File: src/hdl/dwtdzq_pkg.sv
// Shared types, widths and constants for the wavelet dead-zone quantizer.
// No dependencies; every other file of the block imports this package.
`default_nettype none

package dwtdzq_pkg;

    // Field and register widths.
    localparam int COEFF_W    = 24;
    localparam int POS_W      = 12;
    localparam int STEP_W     = 13;
    localparam int DZ_W       = 16;
    localparam int DIM_W      = 13;
    localparam int LVL_W      = 4;
    localparam int QV_W       = 16;
    localparam int CFG_ADDR_W = 3;
    localparam int CFG_DATA_W = 16;

    // Fraction bits of the coefficient; the dead-zone threshold is Q8.8.
    localparam int FRAC_BITS  = 8;

    // Largest frame side and number of levels that the subband search honors.
    localparam logic [DIM_W-1:0] MAX_DIM     = 13'd4096;
    localparam int               LEVEL_LIMIT = 8;

    localparam logic [STEP_W-1:0] STEP_MIN = 13'd1;
    localparam logic [STEP_W-1:0] STEP_MAX = 13'd4096;

    // Product of threshold and step, and the divider geometry.
    localparam int PROD_W     = DZ_W + STEP_W;
    localparam int QUO_W      = 16;
    localparam int DIV_BITS   = 4;
    localparam int DIV_STAGES = QUO_W / DIV_BITS;

    // Saturation limits as magnitudes.
    localparam logic [QUO_W-1:0] POS_LIMIT = 16'd32767;
    localparam logic [QUO_W-1:0] NEG_LIMIT = 16'd32768;

    // Register indexes of the configuration port.
    localparam logic [CFG_ADDR_W-1:0] REG_STEP_SIZE    = 3'd0;
    localparam logic [CFG_ADDR_W-1:0] REG_DEAD_ZONE    = 3'd1;
    localparam logic [CFG_ADDR_W-1:0] REG_FRAME_WIDTH  = 3'd2;
    localparam logic [CFG_ADDR_W-1:0] REG_FRAME_HEIGHT = 3'd3;
    localparam logic [CFG_ADDR_W-1:0] REG_LEVEL_COUNT  = 3'd4;
    localparam logic [CFG_ADDR_W-1:0] REG_CHROMA_MODE  = 3'd5;

    // Which dead-zone threshold applies to a coefficient.
    typedef enum logic [1:0] {
        DZ_NONE,
        DZ_HALF,
        DZ_FULL
    } dz_class_t;

    typedef struct packed {
        logic [STEP_W-1:0] step_size;
        logic [DZ_W-1:0]   dead_zone;
        logic [DIM_W-1:0]  frame_width;
        logic [DIM_W-1:0]  frame_height;
        logic [LVL_W-1:0]  level_count;
        logic              chroma_mode;
    } cfg_t;

    typedef struct packed {
        logic [COEFF_W-1:0] mag;
        logic [STEP_W-1:0]  q;
        logic               neg;
        dz_class_t          cls;
        logic               last;
    } prep_t;

    typedef struct packed {
        logic [COEFF_W-1:0] mag;
        logic [PROD_W-1:0]  prod;
        logic [QUO_W-1:0]   n;
        logic [STEP_W-1:0]  q;
        logic               neg;
        dz_class_t          cls;
        logic               last;
    } scale_t;

    typedef struct packed {
        logic [QUO_W-1:0]  dividend;
        logic [STEP_W-1:0] rem;
        logic [QUO_W-1:0]  quo;
        logic [STEP_W-1:0] q;
        logic              neg;
        logic              zeroed;
        logic              last;
    } div_t;

endpackage

`default_nettype wire

File: src/hdl/dwtdzq_prep.sv
// First stage: coefficient magnitude, step clamping and subband classification.
// Depends on dwtdzq_pkg.
`default_nettype none

module dwtdzq_prep (
    input  wire logic                          clk,
    input  wire logic                          rst_n,
    input  wire dwtdzq_pkg::cfg_t              cfg,
    input  wire logic                          in_valid,
    output logic                               in_ready,
    input  wire logic [dwtdzq_pkg::COEFF_W-1:0] coeff,
    input  wire logic [dwtdzq_pkg::POS_W-1:0]   col,
    input  wire logic [dwtdzq_pkg::POS_W-1:0]   row,
    input  wire logic                          last,
    output logic                               out_valid,
    input  wire logic                          out_ready,
    output dwtdzq_pkg::prep_t                  out_data
);
    import dwtdzq_pkg::*;

    logic              valid_reg;
    prep_t             data_reg;
    prep_t             data_next;
    logic [DIM_W-1:0]  w_clamped;
    logic [DIM_W-1:0]  h_clamped;
    logic [POS_W-1:0]  hw1;
    logic [POS_W-1:0]  hh1;
    logic [POS_W-1:0]  hw2;
    logic [POS_W-1:0]  hh2;
    logic              lv1;
    logic              lv2;
    logic              dz_active;

    assign in_ready  = !valid_reg || out_ready;
    assign out_valid = valid_reg;
    assign out_data  = data_reg;

    always_comb
    begin
        w_clamped = (cfg.frame_width  > MAX_DIM) ? MAX_DIM : cfg.frame_width;
        h_clamped = (cfg.frame_height > MAX_DIM) ? MAX_DIM : cfg.frame_height;
        // Halves of the frame at the first and second level.
        hw1 = w_clamped[DIM_W-1:1];
        hh1 = h_clamped[DIM_W-1:1];
        hw2 = {1'b0, w_clamped[DIM_W-1:2]};
        hh2 = {1'b0, h_clamped[DIM_W-1:2]};
        lv1 = (cfg.level_count != '0);
        lv2 = (cfg.level_count >= 4'd2) && (LEVEL_LIMIT >= 2);
        dz_active = (cfg.dead_zone != '0) && !cfg.chroma_mode;

        data_next.neg  = coeff[COEFF_W-1];
        data_next.mag  = coeff[COEFF_W-1] ? (~coeff + 1'b1) : coeff;
        data_next.last = last;

        if (cfg.step_size < STEP_MIN)
        begin
            data_next.q = STEP_MIN;
        end
        else if (cfg.step_size > STEP_MAX)
        begin
            data_next.q = STEP_MAX;
        end
        else
        begin
            data_next.q = cfg.step_size;
        end

        // Only level-one details and the level-two diagonal band see a dead zone;
        // deeper bands and LL are quantized by plain rounding.
        data_next.cls = DZ_NONE;
        if (dz_active && lv1)
        begin
            if (!(col < hw1 && row < hh1))
            begin
                data_next.cls = (col >= hw1 && row >= hh1) ? DZ_FULL : DZ_HALF;
            end
            else if (lv2 && col >= hw2 && row >= hh2)
            begin
                data_next.cls = DZ_HALF;
            end
        end
    end

    always_ff @(posedge clk or negedge rst_n)
    begin
        if (!rst_n)
        begin
            valid_reg <= 1'b0;
        end
        else if (in_ready)
        begin
            valid_reg <= in_valid;
        end
    end

    always_ff @(posedge clk)
    begin
        if (in_ready && in_valid)
        begin
            data_reg <= data_next;
        end
    end

endmodule

`default_nettype wire

File: src/hdl/dwtdzq_scale.sv
// Second stage: threshold times step product and the rounded dividend.
// Depends on dwtdzq_pkg.
`default_nettype none

module dwtdzq_scale (
    input  wire logic                       clk,
    input  wire logic                       rst_n,
    input  wire logic [dwtdzq_pkg::DZ_W-1:0] dead_zone,
    input  wire logic                       in_valid,
    output logic                            in_ready,
    input  wire dwtdzq_pkg::prep_t          in_data,
    output logic                            out_valid,
    input  wire logic                       out_ready,
    output dwtdzq_pkg::scale_t              out_data
);
    import dwtdzq_pkg::*;

    logic               valid_reg;
    scale_t             data_reg;
    scale_t             data_next;
    logic [COEFF_W:0]   round_sum;

    assign in_ready  = !valid_reg || out_ready;
    assign out_valid = valid_reg;
    assign out_data  = data_reg;

    always_comb
    begin
        // Adding half a step and dropping the fraction bits leaves the integer
        // division by q as the only remaining step of the rounding.
        round_sum = {1'b0, in_data.mag}
                  + (COEFF_W+1)'({in_data.q, {(FRAC_BITS-1){1'b0}}});
        data_next.n    = round_sum[FRAC_BITS +: QUO_W];
        data_next.prod = PROD_W'(dead_zone) * PROD_W'(in_data.q);
        data_next.mag  = in_data.mag;
        data_next.q    = in_data.q;
        data_next.neg  = in_data.neg;
        data_next.cls  = in_data.cls;
        data_next.last = in_data.last;
    end

    always_ff @(posedge clk or negedge rst_n)
    begin
        if (!rst_n)
        begin
            valid_reg <= 1'b0;
        end
        else if (in_ready)
        begin
            valid_reg <= in_valid;
        end
    end

    always_ff @(posedge clk)
    begin
        if (in_ready && in_valid)
        begin
            data_reg <= data_next;
        end
    end

endmodule

`default_nettype wire

File: src/hdl/dwtdzq_zone.sv
// Third stage: dead-zone decision and divider initialization.
// Depends on dwtdzq_pkg.
`default_nettype none

module dwtdzq_zone (
    input  wire logic              clk,
    input  wire logic              rst_n,
    input  wire logic              in_valid,
    output logic                   in_ready,
    input  wire dwtdzq_pkg::scale_t in_data,
    output logic                   out_valid,
    input  wire logic              out_ready,
    output dwtdzq_pkg::div_t       out_data
);
    import dwtdzq_pkg::*;

    logic valid_reg;
    div_t data_reg;
    div_t data_next;

    assign in_ready  = !valid_reg || out_ready;
    assign out_valid = valid_reg;
    assign out_data  = data_reg;

    always_comb
    begin
        // The Q8.8 scaling of the threshold cancels the coefficient's fraction
        // bits, so the comparisons work on the raw magnitude.
        case (in_data.cls)
            DZ_FULL: data_next.zeroed = (PROD_W'(in_data.mag) <= in_data.prod);
            DZ_HALF: data_next.zeroed = (PROD_W'({in_data.mag, 1'b0}) <= in_data.prod);
            default: data_next.zeroed = 1'b0;
        endcase
        data_next.dividend = in_data.n;
        data_next.rem      = '0;
        data_next.quo      = '0;
        data_next.q        = in_data.q;
        data_next.neg      = in_data.neg;
        data_next.last     = in_data.last;
    end

    always_ff @(posedge clk or negedge rst_n)
    begin
        if (!rst_n)
        begin
            valid_reg <= 1'b0;
        end
        else if (in_ready)
        begin
            valid_reg <= in_valid;
        end
    end

    always_ff @(posedge clk)
    begin
        if (in_ready && in_valid)
        begin
            data_reg <= data_next;
        end
    end

endmodule

`default_nettype wire

File: src/hdl/dwtdzq_div_stage.sv
// One stage of the pipelined restoring divider, DIV_BITS quotient bits per stage.
// Depends on dwtdzq_pkg.
`default_nettype none

module dwtdzq_div_stage (
    input  wire logic            clk,
    input  wire logic            rst_n,
    input  wire logic            in_valid,
    output logic                 in_ready,
    input  wire dwtdzq_pkg::div_t in_data,
    output logic                 out_valid,
    input  wire logic            out_ready,
    output dwtdzq_pkg::div_t     out_data
);
    import dwtdzq_pkg::*;

    logic valid_reg;
    div_t data_reg;
    div_t data_next;

    assign in_ready  = !valid_reg || out_ready;
    assign out_valid = valid_reg;
    assign out_data  = data_reg;

    always_comb
    begin
        logic [STEP_W:0] trial;
        data_next = in_data;
        for (int k = 0; k < DIV_BITS; k++)
        begin
            // Bring down the next dividend bit; the remainder stays below q.
            trial = {data_next.rem, data_next.dividend[QUO_W-1]};
            data_next.dividend = {data_next.dividend[QUO_W-2:0], 1'b0};
            if (trial >= {1'b0, data_next.q})
            begin
                data_next.rem = STEP_W'(trial - {1'b0, data_next.q});
                data_next.quo = {data_next.quo[QUO_W-2:0], 1'b1};
            end
            else
            begin
                data_next.rem = trial[STEP_W-1:0];
                data_next.quo = {data_next.quo[QUO_W-2:0], 1'b0};
            end
        end
    end

    always_ff @(posedge clk or negedge rst_n)
    begin
        if (!rst_n)
        begin
            valid_reg <= 1'b0;
        end
        else if (in_ready)
        begin
            valid_reg <= in_valid;
        end
    end

    always_ff @(posedge clk)
    begin
        if (in_ready && in_valid)
        begin
            data_reg <= data_next;
        end
    end

endmodule

`default_nettype wire

File: src/hdl/dwtdzq_out.sv
// Last stage: sign, saturation and the output register of the result stream.
// Depends on dwtdzq_pkg.
`default_nettype none

module dwtdzq_out (
    input  wire logic                     clk,
    input  wire logic                     rst_n,
    input  wire logic                     in_valid,
    output logic                          in_ready,
    input  wire dwtdzq_pkg::div_t         in_data,
    output logic                          out_valid,
    input  wire logic                     out_ready,
    output logic [dwtdzq_pkg::QV_W-1:0]   out_value,
    output logic                          out_last
);
    import dwtdzq_pkg::*;

    logic              valid_reg;
    logic [QV_W-1:0]   value_reg;
    logic [QV_W-1:0]   value_next;
    logic              last_reg;
    logic [QUO_W-1:0]  mag_sat;

    assign in_ready  = !valid_reg || out_ready;
    assign out_valid = valid_reg;
    assign out_value = value_reg;
    assign out_last  = last_reg;

    always_comb
    begin
        if (in_data.neg)
        begin
            mag_sat = (in_data.quo > NEG_LIMIT) ? NEG_LIMIT : in_data.quo;
        end
        else
        begin
            mag_sat = (in_data.quo > POS_LIMIT) ? POS_LIMIT : in_data.quo;
        end

        if (in_data.zeroed)
        begin
            value_next = '0;
        end
        else if (in_data.neg)
        begin
            value_next = QV_W'(~mag_sat + 1'b1);
        end
        else
        begin
            value_next = QV_W'(mag_sat);
        end
    end

    always_ff @(posedge clk or negedge rst_n)
    begin
        if (!rst_n)
        begin
            valid_reg <= 1'b0;
        end
        else if (in_ready)
        begin
            valid_reg <= in_valid;
        end
    end

    always_ff @(posedge clk)
    begin
        if (in_ready && in_valid)
        begin
            value_reg <= value_next;
            last_reg  <= in_data.last;
        end
    end

endmodule

`default_nettype wire

File: src/hdl/dwt_deadzone_quantizer_core.sv
// Top level of the wavelet dead-zone quantizer: config registers and stage chain.
// Depends on dwtdzq_pkg, dwtdzq_prep, dwtdzq_scale, dwtdzq_zone, dwtdzq_div_stage
// and dwtdzq_out.
`default_nettype none

// The core quantizes one wavelet coefficient per clock cycle while the output
// is not stalled. Each input transaction carries a signed coefficient with 8
// fraction bits and its column and row in the Mallat layout; each produces
// exactly one output transaction holding the signed 16-bit quantized value and
// a copy of the last flag, in input order. In order, one stage finds the
// magnitude, clamps the step and classifies the subband, one forms the
// threshold-times-step product and the rounded dividend, one makes the
// dead-zone decision, four run the restoring divider at four quotient bits per
// stage, and the last saturates into the output register. Every stage has its
// own valid bit and a stage only holds while the stage after it is full and
// stalled, so bubbles are squeezed out and input is taken while a finished
// result waits at the output. Registers are written through cfg_we, cfg_addr
// and cfg_wdata and take effect at once; write them only while the core is
// empty, that is with no transaction inside.

module dwt_deadzone_quantizer_core (
    input  wire logic                              clk,
    input  wire logic                              rst_n,
    // Configuration write port.
    input  wire logic                              cfg_we,
    input  wire logic [dwtdzq_pkg::CFG_ADDR_W-1:0] cfg_addr,
    input  wire logic [dwtdzq_pkg::CFG_DATA_W-1:0] cfg_wdata,
    // Coefficient stream.
    input  wire logic                              s_axis_tvalid,
    output logic                                   s_axis_tready,
    // s_axis_tdata: coeff [23:0], col [35:24], row [47:36].
    input  wire logic [47:0]                       s_axis_tdata,
    input  wire logic                              s_axis_tlast,
    // Quantized stream.
    output logic                                   m_axis_tvalid,
    input  wire logic                              m_axis_tready,
    // m_axis_tdata: quantized_value [15:0].
    output logic [15:0]                            m_axis_tdata,
    output logic                                   m_axis_tlast
);
    import dwtdzq_pkg::*;

    localparam int PIPE_DEPTH = 4 + DIV_STAGES;

    cfg_t   cfg_reg;

    logic   prep_valid;
    logic   prep_ready;
    prep_t  prep_data;
    logic   scale_valid;
    logic   scale_ready;
    scale_t scale_data;

    logic   div_valid [DIV_STAGES+1];
    logic   div_ready [DIV_STAGES+1];
    div_t   div_data  [DIV_STAGES+1];

    logic [3:0] occ_reg;
    logic [3:0] occ_next;

    // Configuration registers; indexes beyond the list are ignored.
    always_ff @(posedge clk or negedge rst_n)
    begin
        if (!rst_n)
        begin
            cfg_reg.step_size    <= 13'd1;
            cfg_reg.dead_zone    <= '0;
            cfg_reg.frame_width  <= 13'd4096;
            cfg_reg.frame_height <= 13'd4096;
            cfg_reg.level_count  <= '0;
            cfg_reg.chroma_mode  <= 1'b0;
        end
        else if (cfg_we)
        begin
            case (cfg_addr)
                REG_STEP_SIZE:    cfg_reg.step_size    <= cfg_wdata[STEP_W-1:0];
                REG_DEAD_ZONE:    cfg_reg.dead_zone    <= cfg_wdata[DZ_W-1:0];
                REG_FRAME_WIDTH:  cfg_reg.frame_width  <= cfg_wdata[DIM_W-1:0];
                REG_FRAME_HEIGHT: cfg_reg.frame_height <= cfg_wdata[DIM_W-1:0];
                REG_LEVEL_COUNT:  cfg_reg.level_count  <= cfg_wdata[LVL_W-1:0];
                REG_CHROMA_MODE:  cfg_reg.chroma_mode  <= cfg_wdata[0];
                default:          cfg_reg.chroma_mode  <= cfg_reg.chroma_mode;
            endcase
        end
    end

    dwtdzq_prep u_prep (
        .clk       (clk),
        .rst_n     (rst_n),
        .cfg       (cfg_reg),
        .in_valid  (s_axis_tvalid),
        .in_ready  (s_axis_tready),
        .coeff     (s_axis_tdata[23:0]),
        .col       (s_axis_tdata[35:24]),
        .row       (s_axis_tdata[47:36]),
        .last      (s_axis_tlast),
        .out_valid (prep_valid),
        .out_ready (prep_ready),
        .out_data  (prep_data)
    );

    dwtdzq_scale u_scale (
        .clk       (clk),
        .rst_n     (rst_n),
        .dead_zone (cfg_reg.dead_zone),
        .in_valid  (prep_valid),
        .in_ready  (prep_ready),
        .in_data   (prep_data),
        .out_valid (scale_valid),
        .out_ready (scale_ready),
        .out_data  (scale_data)
    );

    dwtdzq_zone u_zone (
        .clk       (clk),
        .rst_n     (rst_n),
        .in_valid  (scale_valid),
        .in_ready  (scale_ready),
        .in_data   (scale_data),
        .out_valid (div_valid[0]),
        .out_ready (div_ready[0]),
        .out_data  (div_data[0])
    );

    // Divider chain: each stage adds DIV_BITS quotient bits.
    for (genvar g = 0; g < DIV_STAGES; g++)
    begin : g_div
        dwtdzq_div_stage u_div (
            .clk       (clk),
            .rst_n     (rst_n),
            .in_valid  (div_valid[g]),
            .in_ready  (div_ready[g]),
            .in_data   (div_data[g]),
            .out_valid (div_valid[g+1]),
            .out_ready (div_ready[g+1]),
            .out_data  (div_data[g+1])
        );
    end

    dwtdzq_out u_out (
        .clk       (clk),
        .rst_n     (rst_n),
        .in_valid  (div_valid[DIV_STAGES]),
        .in_ready  (div_ready[DIV_STAGES]),
        .in_data   (div_data[DIV_STAGES]),
        .out_valid (m_axis_tvalid),
        .out_ready (m_axis_tready),
        .out_value (m_axis_tdata),
        .out_last  (m_axis_tlast)
    );

    // Count of transactions inside the core, kept for the checks below.
    always_comb
    begin
        occ_next = occ_reg;
        if (s_axis_tvalid && s_axis_tready && !(m_axis_tvalid && m_axis_tready))
        begin
            occ_next = occ_reg + 4'd1;
        end
        else if (!(s_axis_tvalid && s_axis_tready) && m_axis_tvalid && m_axis_tready)
        begin
            occ_next = occ_reg - 4'd1;
        end
    end

    always_ff @(posedge clk or negedge rst_n)
    begin
        if (!rst_n)
        begin
            occ_reg <= '0;
        end
        else
        begin
            occ_reg <= occ_next;
        end
    end

    // The pipeline never holds more transactions than it has stages.
    assert property (@(posedge clk) disable iff (!rst_n)
        occ_reg <= 4'(PIPE_DEPTH))
        else $error("pipeline holds more transactions than stages");

    // A result is only presented when a transaction is inside the core.
    assert property (@(posedge clk) disable iff (!rst_n)
        m_axis_tvalid |-> (occ_reg != 4'd0))
        else $error("result presented with no transaction inside");

    // With the output register empty no stage can be holding back input.
    assert property (@(posedge clk) disable iff (!rst_n)
        !m_axis_tvalid |-> s_axis_tready)
        else $error("input stalled while the output register is empty");

endmodule

`default_nettype wire
File: config.mk
export PLATFORM = sky130hd
export DESIGN_NAME = dwt_deadzone_quantizer_core
export DESIGN_NICKNAME = d
export VERILOG_FILES = /design/src/hdl/dwtdzq_pkg.sv /design/src/hdl/dwtdzq_prep.sv /design/src/hdl/dwtdzq_scale.sv /design/src/hdl/dwtdzq_zone.sv /design/src/hdl/dwtdzq_div_stage.sv /design/src/hdl/dwtdzq_out.sv /design/src/hdl/dwt_deadzone_quantizer_core.sv
export SDC_FILE = /design/constraint.sdc
export NUM_CORES = 2
export LEC_CHECK = 0
export BUFFER_PORTS_ARGS = -buffer_cell sky130_fd_sc_hd__buf_2
export CAP_MARGIN = 40
export CORE_ASPECT_RATIO = 0.7
export CORE_MARGIN = 10
export CORE_UTILIZATION = 55
export DETAILED_ROUTE_END_ITERATION = 10
export GPL_TIMING_DRIVEN = 0
export HOLD_SLACK_MARGIN = 0.03
export PLACE_DENSITY = 0.72
export SLEW_MARGIN = 20
export SYNTH_ARGS = -nofsm -noshare
export SYNTH_HDL_FRONTEND = slang
export SYNTH_SLANG_ARGS = --single-unit
export TNS_END_PERCENT = 100
File: constraint.sdc
create_clock -name clk -period 19.33 [get_ports clk]
set_input_delay 0 -clock clk [delete_from_list [all_inputs] [get_ports clk]]
set_output_delay 0 -clock clk [all_outputs]
set_load 0.005 [all_outputs]
Word-level counts from Yosys, hierarchy flattened --
Cells that the tools add are included.
Operators by class: add/sub/neg operators 18, multiply operators 1, divide/modulo/power cells 0, $lt $le $gt $ge 31, equal/unequal tests 7, shift-type cells 0, mux-type cells 28, bitwise operators 2, reductions and logical operators 41
Operators with widths (number):
- 29-bit 2-to-1 mux | 15
- 14-bit by 13-bit greater-or-equal comparator with 1-bit output | 15
- 13-bit subtractor | 14
- 16-bit 2-to-1 mux | 4
- 13-bit > comparator, second input constant | 3
- 13-bit 2-to-1 mux | 3
- 24-bit by 29-bit <= comparator with 1-bit output | 1
- 25-bit by 29-bit <= comparator with 1-bit output | 1
- 16-bit by 13-bit multiplier with 29-bit output | 1
- 24-bit by 1-bit adder with 24-bit output, second input constant | 1
- 24-bit by 20-bit adder with 24-bit output | 1
- 12-bit by 11-bit greater-or-equal comparator with 1-bit output | 2
- 12-bit greater-or-equal comparator | 2
- 12-bit less-than comparator | 2
- 24-bit inverter | 1
- 23-bit 2-to-1 mux | 1
- 16-bit by 1-bit adder with 16-bit output, second input constant | 1
- 16-bit by 15-bit > comparator with 1-bit output, second input constant | 1
- 16-bit > comparator, second input constant | 1
- 16-bit inverter | 1
- 16-bit nonzero test | 1
- 1-bit logical AND | 14
- 1-bit by 13-bit greater-or-equal comparator with 1-bit output | 1
- 13-bit by 1-bit less-than comparator with 1-bit output, second input constant | 1
- other kinds (16) | 40
Word-level totals: flip-flop bits (word level) 419, bits in latches 0, bits in writable memories 0, ROM bits 0, bits of input ports 73, output and inout bits 19, logic and storage cells 188, memories 0

Depth between registers and ports, before layout --
word-level depth 10, gate-level depth with buffers 50, gate-level depth less buffers 43

Cells and area by module --
A second synthesis with hierarchy kept.
Second synthesis, totals: cell total of the unflattened synthesis 3651, area, all modules 38534.5 sq um
Modules (own cells, without submodules):
- dwtdzq_div_stage at g_div[0].u_div ... | instances 3, cells each 471, area an instance 4825.9 sq um, seq. area each 1736.7 sq um
- dwtdzq_scale | instances 1, cells each 992, area an instance 10112.2 sq um, seq. area each 2607.5 sq um
- dwtdzq_div_stage at g_div[2].u_div | instances 1, cells each 470, area an instance 4832.1 sq um, seq. area each 1736.7 sq um
- dwtdzq_prep | instances 1, cells each 281, area an instance 3020.4 sq um, seq. area each 1256.2 sq um
- dwtdzq_zone | instances 1, cells each 219, area an instance 2447.3 sq um, seq. area each 985.9 sq um
- dwt_deadzone_quantizer_core | instances 1, cells each 131, area an instance 2303.5 sq um, seq. area each 1505.2 sq um
- dwtdzq_out | instances 1, cells each 145, area an instance 1341.3 sq um, seq. area each 535.5 sq um

Worst setup path before layout --
No wires, ideal clock.
path type flip-flop to flip-flop, start point register g_div[1].u_div.data_reg, in the netlist g_div[1].u_div.out_data[3], end point register g_div[2].u_div.data_reg, in the netlist g_div[2].u_div.out_data[36] (data pin), setup time 0.261 ns, arrival 9.564 ns, required time 19.069 ns, path slack 9.505 ns, stages on the path, launching flop included 45, path buffers 6, period minus slack after synthesis 9.825 ns, cells stage by stage edfxtp_1 ha_1 fa_1 nand2b_1 a21o_1 a31o_2 a21o_1 buf_2 inv_1 buf_4 mux2_2 ha_1 a211oi_1 nor2_1 o41ai_1 a21oi_1 o21ai_0 and3_1 [9 not listed] nand2_1 o21bai_1 buf_1 clkbuf_1 nand2_1 o21ai_0 ha_1 a211oi_1 nor2_1 or3_1 o221a_2 o221ai_1 nand2_1 o31ai_1 nand2b_1 buf_2 inv_2 a221o_1
RTL lines:
- start: declaration | RTL line dwtdzq_div_stage.sv:18 | div_t data_reg;
- start signal: assignment | RTL line dwtdzq_div_stage.sv:63 | data_reg <= data_next;
- end signal: assignment | RTL line dwtdzq_div_stage.sv:63
- end: declaration | RTL line dwtdzq_div_stage.sv:18

==> results.py <==
metrics = {
    "finish": {
        "area_growth_pct": 10.9,
        "largest_register_ffs": 154,
        "drive_above_1_share_pct": 9.06,
        "layout.nets": 4157,
    },
    "route": {
        "vias": 25857,
        "viasPerCell": 5.91,
        "drt_pass1_iterations": 6,
        "drc": 0,
        "drtIter0Drc": 2511,
        "routedWlPerCell_um": 20.0,
        "wirelength_mm": 87.6,
        "antenna_left": 0,
    },
    "yosys": {
        "synth_edf_count": 330,
        "synth_cell_type_count": 82,
        "synth_mux_area_share_pct": 4.32,
        "syn_area_mm2": 0.0337,
        "avgSynthCellArea_um2": 10.1,
        "synth-seq-cells": 396,
        "syn-num-nets": 3946,
        "yosysSeqAreaShare_pct": 34.3,
        "synth-simple-area-share_pct": 13.8,
        "yosysWarnings": 0,
        "yosys.area.top_type": "edfxtp_1",
        "synth_fa_ha_area_share_pct": 24.2,
        "synth_top_area_share_pct": 29.4,
        "synthFlopType": "edfxtp_1",
        "synth_top_family_by_area": "adder cells",
        "synth-compound-area-share_pct": 13.8,
        "synth.area.top_cells": "edfxtp_1, ha_1, fa_1",
        "synth_cells": 3323,
        "async_reset_ff_share_pct": 16.7,
        "synth-xor-area-share_pct": 4.63,
    },
    "placement": {
        "io_buffers": 91,
        "place_congestion": 0.943,
        "dpl.hpwl_mm": 70.4,
    },
    "sta": {
        "final.min_clock_period_ns": 12.23,
        "rsz0062_at_grt": "false",
        "hold_ws_ns": 0.159,
        "hold_viol_final": 0,
        "max_freq_mhz": 81.7,
        "slew_viol_final": 0,
        "skew_ns": 0.0573,
        "finalCritPeriodShare_pct": 63.3,
        "tightest_slew_ns": 0.992,
        "setup_tns_ns": 0,
        "slew_headroom_pct": 33.3,
        "setup_violations": 0,
    },
    "worst_setup_path": {
        "crit_path_end_kind": "flip-flop",
        "reg2reg_from": "g_div[1].u_div.out_data[3]",
        "startpoint_type": "flip-flop",
        "slowest_stage": "o21ai_0",
        "worstPathArrival_ns": 12.54,
        "crit_family": "compound AO/OA/AOI/OAI gates",
        "path_buf_inv": 11,
        "cp_data_required_time_ns": 19.64,
        "worst_path_most_repeated_cell": "ha_1",
        "r2r_setup_slack_ns": 7.10,
        "cp_max_fo": 10,
        "crit_start": "g_div[1].u_div.out_data[3]",
        "reg2reg_to": "g_div[2].u_div.out_data[36]",
        "critPathMaxStageDelay_ns": 0.55,
        "crit_type": "flip-flop to flip-flop",
        "reg2reg_depth": 45,
    },
    "clock_network": {
        "clock_sinks": 396,
        "clk_pin_slew_ns": 0.06,
        "clk_latency_ns": 0.59,
        "cts_tree": "built",
        "cts_root_buf": "clkbuf_16",
        "post_cts_resized": 0,
        "hold_buffers": 65,
        "htree_levels": 2,
        "cts_max_path_buffers": 3,
        "post_cts_buffers": 0,
        "cts_made_buffers": 40,
    },
    "global_route": {
        "grt_pass1_vias": 24606,
        "grt_pass1_wl_mm": 140,
        "use_met2_pct": 32.9,
        "use_met3_pct": 6.89,
        "grt_busiest_layer": "met1",
        "use_met1_pct": 39.3,
        "antenna_found_initial": 1,
        "grt_max_degree": 58,
        "overflow": 0,
        "grt_usage_pct": 24.6,
    },
    "die": {
        "die_x_um": 316,
        "io_pins": 92,
        "rows": 75,
        "dieArea_mm2": 0.0717,
        "initial_core_util_pct": 55.9,
        "die_y_um": 227,
        "coreArea_mm2": 0.0602,
    },
    "min_path": {
        "hold_path.class": "input port to flip-flop",
        "worstHoldStart": "s_axis_tdata[34]",
        "whs_path_depth": 5,
        "min_to": "u_prep.out_data[1]",
    },
    "flow_run": {
        "cap_violations": 0,
    },
    "run_status": {
        "outcome": "completed",
    },
}
## layer usage
layer | wire length [um] | vias to the layer above
li1 | - | 12292
met1 | 44000 | 12526
met2 | 33000 | 967
met3 | 9670 | 72
met4 | 940 | 0
met5 | 0 | -
## worst min-delay path, cell delays in order
cell and delay (ns):
buf_2 0.10, ha_1 0.14, a211o_1 0.09, o211ai_1 0.08, a21oi_1 0.19
## how the worst max path moves through the flow
| stage | cells after the start | to |
|---|---|---|
| 2_1_floorplan | 44 | g_div[2].u_div.out_data[36] |
| 3_3_place_gp | 45 | g_div[2].u_div.out_data[42] |
| 3_5_place_dp | 45 | g_div[2].u_div.out_data[42] |
| 4_1_cts | 45 | g_div[2].u_div.out_data[36] |
| 5_1_grt | 45 | g_div[2].u_div.out_data[36] |
| 6_report | 45 | g_div[2].u_div.out_data[36] |
## cell type report
type                            instances  area, um^2
Timing Repair Buffer                  169        1340
Inverter                              359        1350
Antenna cell                            1        2.50
Sequential cell                       396       11600
Clock inverter                         21         209
Buffer                                 77         304
Fill cell                            4915       22900
Multi-Input combinational cell       2491       20500
Clock buffer                           53        1090
Tap cell                              808        1010
## layout by cell type (no fill, tap or decap), types with 14 or more instances in the layout
cell type	Yosys	final
nand2_1	267	267
or3_1	19	19
clkbuf_1	61	71
o21ai_0	156	156
mux2_2	108	108
mux2i_1	24	24
xnor2_1	126	126
ha_1	381	381
a21o_1	96	96
nor2b_1	67	65
dfrtp_1	63	63
xor2_1	52	52
nand3_1	38	38
o221ai_1	16	16
a21boi_0	27	27
inv_1	355	355
and3_1	14	14
o211ai_1	24	24
clkbuf_16	0	41
nor3_1	57	57
buf_2	8	101
o41ai_1	15	15
o21a_1	31	31
nor2_1	173	173
a211oi_1	29	29
nand4_1	52	52
nand2b_1	56	56
nor4_1	21	21
edfxtp_1	330	330
dlygate4sd3_1	0	65
a21oi_1	172	172
and2_1	120	116
fa_1	169	169
o31ai_1	17	17
## synthesized netlist by cell type (all sizes together) (16+ instances only)
| cell | n |
|---|---|
| ha | 381 |
| inv | 358 |
| edfxtp | 330 |
| nand2 | 267 |
| nor2 | 173 |
| a21oi | 172 |
| fa | 169 |
| o21ai | 159 |
| xnor2 | 126 |
| and2 | 120 |
| mux2 | 108 |
| a21o | 96 |
| nor2b | 67 |
| dfrtp | 63 |
| clkbuf | 62 |
| nor3 | 57 |
| nand2b | 56 |
| nand4 | 53 |
| xor2 | 52 |
| nand3 | 38 |
| o21a | 31 |
| a211oi | 29 |
| a21boi | 28 |
| o211ai | 25 |
| mux2i | 24 |
| nor4 | 22 |
| or3 | 19 |
| o31ai | 18 |
| o221ai | 16 |
## logic make-up (layout without fill, tap and decap cells)
| group | after synthesis | in the layout |
|---|---|---|
| AO/OA/AOI/OAI | 704 | 704 |
| flip-flops | 396 | 396 |
| multiplexers | 132 | 132 |
| buffers and inverters | 436 | 679 |
| AND/OR/NAND/NOR | 927 | 927 |
| other | 0 | 1 |
| XOR/XNOR | 178 | 178 |
| adder cells (fa/ha/maj) | 550 | 550 |
## per-stage QoR
| step | utilization [%] | worst slack, ns | area, um^2 | instances |
|---|---|---|---|---|
| 2_1_floorplan | - | 9.51 | 33700 | 3323 |
| 6_report | 62.0 | 7.10 | 37400 | 4375 |
| 3_3_place_gp | 58.4 | 7.39 | 35200 | 4222 |
| 4_1_cts | 62.0 | 7.25 | 37300 | 4372 |
| 5_1_grt | 62.0 | 6.30 | 37400 | 4374 |
| 3_5_place_dp | 58.8 | 7.29 | 35400 | 4233 |
Power is not shown: default switching activity piles up to over one toggle a cycle in this logic, so the estimate is an artifact.
